$ cat src/sv/rsdq_ram.sv
// Simple dual-port RAM: one write port, one read port with registered read data.
`default_nettype none
module rsdq_ram #(
  parameter int DATA_W = 8,
  parameter int DEPTH  = 64,
  parameter int ADDR_W = $clog2(DEPTH)
) (
  input  wire logic              clk,
  input  wire logic              we,
  input  wire logic [ADDR_W-1:0] waddr,
  input  wire logic [DATA_W-1:0] wdata,
  input  wire logic [ADDR_W-1:0] raddr,
  output logic      [DATA_W-1:0] rdata
);

  logic [DATA_W-1:0] mem [DEPTH];

  always_ff @(posedge clk) begin
    if (we) begin
      mem[waddr] <= wdata;
    end
  end

  always_ff @(posedge clk) begin
    rdata <= mem[raddr];
  end

endmodule
`default_nettype wire

$ cat config.mk
export PLATFORM = sky130hd
export DESIGN_NAME = rsdq_ram
export DESIGN_NICKNAME = d
export VERILOG_FILES = /design/src/sv/rsdq_ram.sv
export SDC_FILE = /design/constraint.sdc
export NUM_CORES = 1
export LEC_CHECK = 0
export ABC_AREA = 1
export BUFFER_PORTS_ARGS = -buffer_cell sky130_fd_sc_hd__buf_4
export CAP_MARGIN = 30
export CORE_MARGIN = 4
export CORE_UTILIZATION = 50
export CTS_BUF_LIST = sky130_fd_sc_hd__clkbuf_8 sky130_fd_sc_hd__clkbuf_16
export DETAILED_ROUTE_END_ITERATION = 8
export PLACE_DENSITY_LB_ADDON = 0.12
export SYNTH_ARGS = -nofsm -noshare
export SYNTH_HDL_FRONTEND = slang
export SYNTH_SLANG_ARGS = --single-unit
$ cat constraint.sdc
create_clock -name clk -period 1.8 [get_ports clk]
set_input_delay 0.09 -clock clk [delete_from_list [all_inputs] [get_ports clk]]
set_output_delay 0.09 -clock clk [all_outputs]
set_load 0.005 [all_outputs]
==> results of run 1 <==
## kinds of logic after synthesis
logic type,after synthesis
buffers and inverters,125
and+or+nand+nor,1160
DFF,520
## placed cells by master, fill, tap and decap left out, types with 9 or more instances in the layout
| cell type | instances |
|---|---|
| buf_12 | 26 |
| buf_4 | 115 |
| clkbuf_16 | 53 |
| clkinv_2 | 9 |
| dlygate4sd3_1 | 10 |
| edfxtp_1 | 512 |
| inv_1 | 21 |
| nand2_1 | 646 |
| nand3_1 | 435 |
| nand4_1 | 9 |
| nor2_1 | 56 |
## worst max-delay path, stage by stage
cell and delay (ns):
dlygate4sd3_1 0.52, buf_4 0.26, clkinvlp_4 0.41, nand3_1 0.21
nand3_1 0.08, dlygate4sd3_1 0.57, nand2_1 0.06
## per-layer routing
| metal | vias up | wire [um] | track usage [%] |
|---|---|---|---|
| li1 | 6542 | - | - |
| met1 | 6761 | 23400 | 33.7 |
| met2 | 473 | 25800 | 38.0 |
| met3 | 85 | 3150 | 2.82 |
| met4 | 0 | 1260 | 6.53 |
| met5 | - | 0 | 0 |
## worst paths after layout
path	slack, ns	depth (start not counted)	endpoint	startpoint
min	0.05	2	mem[12][3]	wdata[3]
max	0.09	7	rdata[7]	raddr[4]
min reg2reg	0.82	8	rdata[2]	mem[60][2]
max reg2reg	0.10	9	rdata[7]	mem[51][7]
## timing repair
| item | CTS | global route |
|---|---|---|
| hold buffers | 10 | 0 |
| gates resized for setup | 0 | 7 |
| setup endpoints to repair | 0 | 1 |
| endpoints found under the hold margin | 195 | 0 |
## per-stage QoR
step / power [mW] / cells / util [%] / setup WS (ns)
3_3_place_gp: 15.4 / 2373 / 53.8 / 0.0918
4_1_cts: 25.6 / 2474 / 57.8 / 0.0376
5_1_grt: 26.3 / 2474 / 57.9 / 0.000941
2_1_floorplan: 14.6 / 1805 / - / -0.0561
6_report: 25.3 / 2474 / 57.9 / 0.0853
3_5_place_dp: 15.4 / 2373 / 53.8 / 0.107
## power breakdown
part / leakage (nW) / internal (mW) / total [mW] / switching [mW]
Sequential: 4.67 / 13.4 / 13.4 / 0.0393
Clock: 0.841 / 5.88 / 10.2 / 4.34
Combinational: 3.46 / 0.508 / 1.69 / 1.19
## state kept, by name (all words and copies together), names as in the netlist
| register | cells |
|---|---|
| mem | 512 |
| rdata | 8 |
## area by class of cell
| class | instances | area, um^2 |
|---|---|---|
| Clock buffer | 57 | 1380 |
| Clock inverter | 34 | 221 |
| Fill cell | 3449 | 17700 |
| Inverter | 12 | 56.3 |
| Multi-Input combinational cell | 1160 | 4970 |
| Sequential cell | 520 | 15500 |
| Tap cell | 539 | 674 |
| Timing Repair Buffer | 152 | 1500 |
==> flow_metrics.py, run 1 <==
metrics = {
    "timing": {
        "finalHoldViolCount": 0,
        "timing.final.max_slew_violations": 0,
        "finalSetupViolCount": 0,
        "rsz0062_at_grt": "no",
        "period_share_pct": 95.3,
        "max_slew_margin_pct": 64.4,
        "tns_ns": 0,
        "timing.fmax_mhz": 583,
        "final.min_clock_period_ns": 1.71,
        "hold-worst-slack_ns": 0.0508,
        "tightest_slew_ns": 0.534,
        "skew_ns": 0.0123,
    },
    "die": {
        "coreArea_um2": 42000,
        "row_count": 75,
        "fp.dieW_um": 215,
        "initial_core_util_pct": 50.8,
        "ios": 30,
        "die_area_um2": 46000,
        "die_h_um": 215,
    },
    "global_route": {
        "grt-ovfl-total": 0,
        "grt_pass1_vias": 13572,
        "grt_max_degree": 96,
        "grt_usage_pct": 23.3,
        "antenna_found_initial": 0,
        "grt_pass1_wl_um": 83000,
    },
    "clock_network": {
        "h-tree-depth": 2,
        "clkSinkCount": 520,
        "cts.path.max_buffers": 3,
        "cts_tree": "yes",
        "post_cts_buffers": 0,
        "cts_buffers": 53,
        "root_buffer": "clkbuf_16",
        "clk_pin_slew_worst_paths_ns": 0.06,
        "clkLatencyLatePin_ns": 0.58,
    },
    "placement": {
        "gp_congestion": 0.830,
        "portBuffers": 29,
        "dp_hpwl_um": 32600,
        "dpl_cell_area_um2": 22600,
    },
    "logic_synthesis": {
        "synth_xor_area_share_pct": 0,
        "yosys-mux-area-fraction_pct": 0,
        "synth_compound_area_share_pct": 0,
        "ys_seq_elements": 520,
        "synth_top_family_by_area": "simple AND/OR/NAND/NOR gates",
        "synth.most_common_cell": "nand2_1",
        "synth_area_leaders": "edfxtp_1, nand2_1, nand3_1",
        "syn_area_per_cell_um2": 11.8,
        "synthCells": 1805,
        "netlist_area_um2": 21300,
        "yosysTopAreaCell": "edfxtp_1",
        "synth_adder_area_share_pct": 0,
        "synth_edf_count": 512,
        "ys_async_sr_fraction_pct": 0,
        "synth.top_cell.area_share_pct": 72.0,
        "synth-seq-area-share_pct": 72.8,
        "yosysWarnings": 0,
        "synth_common_cells": "nand2_1, edfxtp_1, nand3_1, nor2_1, buf_2",
        "ys_types": 16,
        "syn_nets": 1827,
        "synth-main-ff-cell": "edfxtp_1",
        "synth-simple-area-share_pct": 23.2,
    },
    "detailed_routing": {
        "wl_per_cell_um": 21.7,
        "postRouteAntennaNets": 0,
        "num_vias": 13861,
        "firstDrtPassIters": 5,
        "drt_iter0_drc": 1293,
        "detail_route.vias_per_cell": 5.60,
        "drc": 0,
        "wl_um": 53700,
    },
    "setup_path": {
        "worstSetupPathType": "in -> reg",
        "critPathLaunchType": "input port",
        "cp_data_required_time_ns": 2.32,
        "timing.critical_path.to_type": "flip-flop",
        "crit_fanout": 17,
        "crit_arrival_ns": 2.24,
    },
    "worst_hold_path": {
        "min_path_type": "in -> reg",
    },
    "power_and_ir_drop": {
        "ir_drop_mv": 0.856,
        "power_density_nw_per_um2": 1040,
        "power_leakage_nw": 8.98,
    },
    "cells_and_area": {
        "diodes": 0,
        "syn_to_final_growth_pct": 14.0,
        "drive_gt1_share_pct": 11.5,
        "fin_nets": 1921,
        "fin_area_um2": 24300,
    },
    "job": {
        "cap_violations": 0,
    },
    "outcome": {
        "outcome": "finished, final reports clean",
    },
}
Note: power is estimated with default switching activity, not from simulation.
==> inputs of run 2 (changes only) <==
--- a/config.mk
+++ b/config.mk
@@ -5,7 +5,6 @@
 export SDC_FILE = /design/constraint.sdc
 export NUM_CORES = 1
 export LEC_CHECK = 0
-export ABC_AREA = 1
 export BUFFER_PORTS_ARGS = -buffer_cell sky130_fd_sc_hd__buf_4
 export CAP_MARGIN = 30
 export CORE_MARGIN = 4
==> flow_metrics.py, run 2 <==
metrics = {
    "logic_synthesis": {
        "netlist_area_um2": 20200,
        "synthCells": 940,
        "ys_async_sr_fraction_pct": 0,
        "ys_seq_elements": 520,
        "synth.top_cell.area_share_pct": 76.2,
        "synth_adder_area_share_pct": 0,
        "synth_edf_count": 512,
        "syn_nets": 962,
        "synth-simple-area-share_pct": 3.39,
        "synth_xor_area_share_pct": 0,
        "ys_types": 40,
        "synth-seq-area-share_pct": 77.0,
        "syn_area_per_cell_um2": 21.5,
        "synth.most_common_cell": "edfxtp_1",
        "yosysWarnings": 0,
        "yosys-mux-area-fraction_pct": 15.9,
        "synth_top_family_by_area": "multiplexers",
        "synth_area_leaders": "edfxtp_1, mux4_2, nor2_1",
        "synth_compound_area_share_pct": 2.07,
        "synth-main-ff-cell": "edfxtp_1",
        "synth_common_cells": "edfxtp_1, mux4_2, nor2_1, mux2i_1, nand2_1",
        "yosysTopAreaCell": "edfxtp_1",
    },
    "global_route": {
        "grt-ovfl-total": 0,
        "grt_pass1_wl_um": 67900,
        "antenna_found_initial": 2,
        "grt_max_degree": 65,
        "grt_usage_pct": 21.3,
        "grt_pass1_vias": 10089,
    },
    "die": {
        "initial_core_util_pct": 50.6,
        "fp.dieW_um": 209,
        "ios": 30,
        "die_h_um": 209,
        "die_area_um2": 43600,
        "row_count": 73,
        "coreArea_um2": 39800,
    },
    "power_and_ir_drop": {
        "p_comb_share_pct": 5.6,
        "ir_drop_mv": 0.927,
        "clkPwrFrac_pct": 41.5,
        "p_int_mw": 20.2,
        "power_leakage_nw": 7.84,
        "p_total_mw": 25.4,
        "switching_share_pct": 20.6,
        "power_density_nw_per_um2": 1070,
        "seqPwrFrac_pct": 52.9,
        "p_switching_mw": 5.23,
    },
    "detailed_routing": {
        "postRouteAntennaNets": 0,
        "drc": 0,
        "firstDrtPassIters": 5,
        "detail_route.vias_per_cell": 5.83,
        "drt_iter0_drc": 831,
        "num_vias": 9846,
        "wl_um": 45800,
        "wl_per_cell_um": 27.2,
    },
    "worst_hold_path": {
        "min_path_type": "in -> reg",
        "hold_start": "raddr[3]",
        "whs_path_depth": 4,
        "min_to": "rdata[7]",
    },
    "timing": {
        "tightest_slew_ns": 0.754,
        "final.min_clock_period_ns": 1.88,
        "max_slew_margin_pct": 49.7,
        "rsz0062_at_grt": "yes",
        "timing.final.max_slew_violations": 0,
        "finalHoldViolCount": 0,
        "setup_ws_ns": -0.0832,
        "hold-worst-slack_ns": 0.0676,
        "tns_ns": -0.143,
        "period_share_pct": 105,
        "timing.fmax_mhz": 531,
        "skew_ns": 0.0114,
        "finalSetupViolCount": 2,
    },
    "clock_network": {
        "clkSinkCount": 520,
        "cts_buffers": 52,
        "h-tree-depth": 2,
        "cts.path.max_buffers": 3,
        "clk_pin_slew_worst_paths_ns": 0.06,
        "root_buffer": "clkbuf_16",
        "cts_tree": "yes",
        "clkLatencyLatePin_ns": 0.59,
    },
    "setup_path": {
        "crit_fanout": 1,
        "timing.rr.start": "mem[16][6]",
        "reg2reg_depth": 5,
        "crit_start": "mem[16][6]",
        "crit_arrival_ns": 2.34,
        "critPathLaunchType": "flip-flop",
        "worstSetupPathType": "reg -> reg",
        "reg2reg_slack_ns": -0.08,
        "timing.critical_path.to_type": "flip-flop",
        "cp_data_required_time_ns": 2.26,
        "rr_endpoint": "rdata[6]",
    },
    "outcome": {
        "outcome": "complete, but fails checks",
        "violations": "setup timing",
    },
    "cells_and_area": {
        "top_regs": "mem x512, rdata x8",
        "final_cell_mix": "edfxtp_1, buf_4, mux4_2, nor2_1, clkbuf_16",
        "drive_gt1_share_pct": 34.9,
        "final_common_cell": "edfxtp_1",
        "regMostFlops": "mem",
        "syn_to_final_growth_pct": 18.1,
        "fin_nets": 1145,
        "utilization_pct": 59.8,
        "largest_reg_flops": 512,
    },
    "placement": {
        "portBuffers": 29,
        "gp_congestion": 0.808,
        "dp_hpwl_um": 28800,
    },
    "job": {
        "cap_violations": 0,
    },
}
[run 2: changes by cell type after synthesis, moves of 26 or more]
cell and change:
nand2_1 -629, mux4_2 +126, nor2_1 +27, buf_6 -31, buf_2 -26, nand3_1 -426
[run 2: logic make-up (layout without fill, tap and decap cells)]
group,after synthesis,count (layout)
DFF,520,520
muxes,162,162
and+or+nand+nor,153,153
AOI/OAI and AO/OA,54,54
buffers and inverters,51,273
other,0,1
[run 2: worst max-delay path by stage]
stage | slack, ns | endpoint | depth (start not counted)
5_1_grt | -0.12 | rdata[2] | 5
6_report | -0.08 | rdata[6] | 5
4_1_cts | -0.08 | rdata[2] | 5
2_1_floorplan | 0.04 | rdata[3] | 7
3_3_place_gp | -0.66 | rdata[6] | 7
3_5_place_dp | -0.66 | rdata[6] | 7
[run 2: stage by stage]
step           setup WS (ns)  cell area [um^2]  instances
2_1_floorplan         0.0423             20200        940
3_5_place_dp          -0.662             22000       1592
5_1_grt               -0.122             23800       1688
3_3_place_gp          -0.656             22000       1592
6_report             -0.0832             23800       1688
4_1_cts              -0.0834             23800       1687
[run 2: timing repair]
item | in CTS | in global routing
resized for setup | 22 | 3
hold buffers | 3 | 0
buffers inserted | 0 | 0
setup endpoints to repair | 8 | 7
pin swaps | 7 | 0
endpoints found under the hold margin | 8 | 0
[run 2: critical path, cell delays in order, from the launching register on]
cell and delay [ns]:
edfxtp_1 0.37, mux4_2 0.47, mux2_4 0.29, o221a_4 0.28, nor3_4 0.24, o32ai_2 0.11
[run 2: layout make-up]
class	instances	area, um^2
fill	2928	16000
sequential	520	15500
tap	525	657
clock inverter	40	335
clock buffer	53	1330
multi-input combinational	369	4450
timing repair buffer	180	1510
antenna	1	2.50
[run 2: power by group through the flow]
| stage | Clock, mW | Combinational (mW) | Sequential, mW |
|---|---|---|---|
| final | 10.5 | 1.42 | 13.5 |
| after global routing | 11.3 | 1.52 | 13.5 |
| after CTS | 10.8 | 1.44 | 13.5 |
| after detailed placement | 0 | 1.39 | 13.7 |
| after global placement | 0 | 1.38 | 13.7 |
| after floorplan | 0 | 0.714 | 13.7 |
[run 2: metal layers]
| metal | wire length (um) | track usage [%] |
|---|---|---|
| met1 | 19700 | 31.1 |
| met3 | 3280 | 5.46 |
| met4 | 845 | 4.70 |
| met5 | 0 | 0 |
| met2 | 22000 | 33.1 |
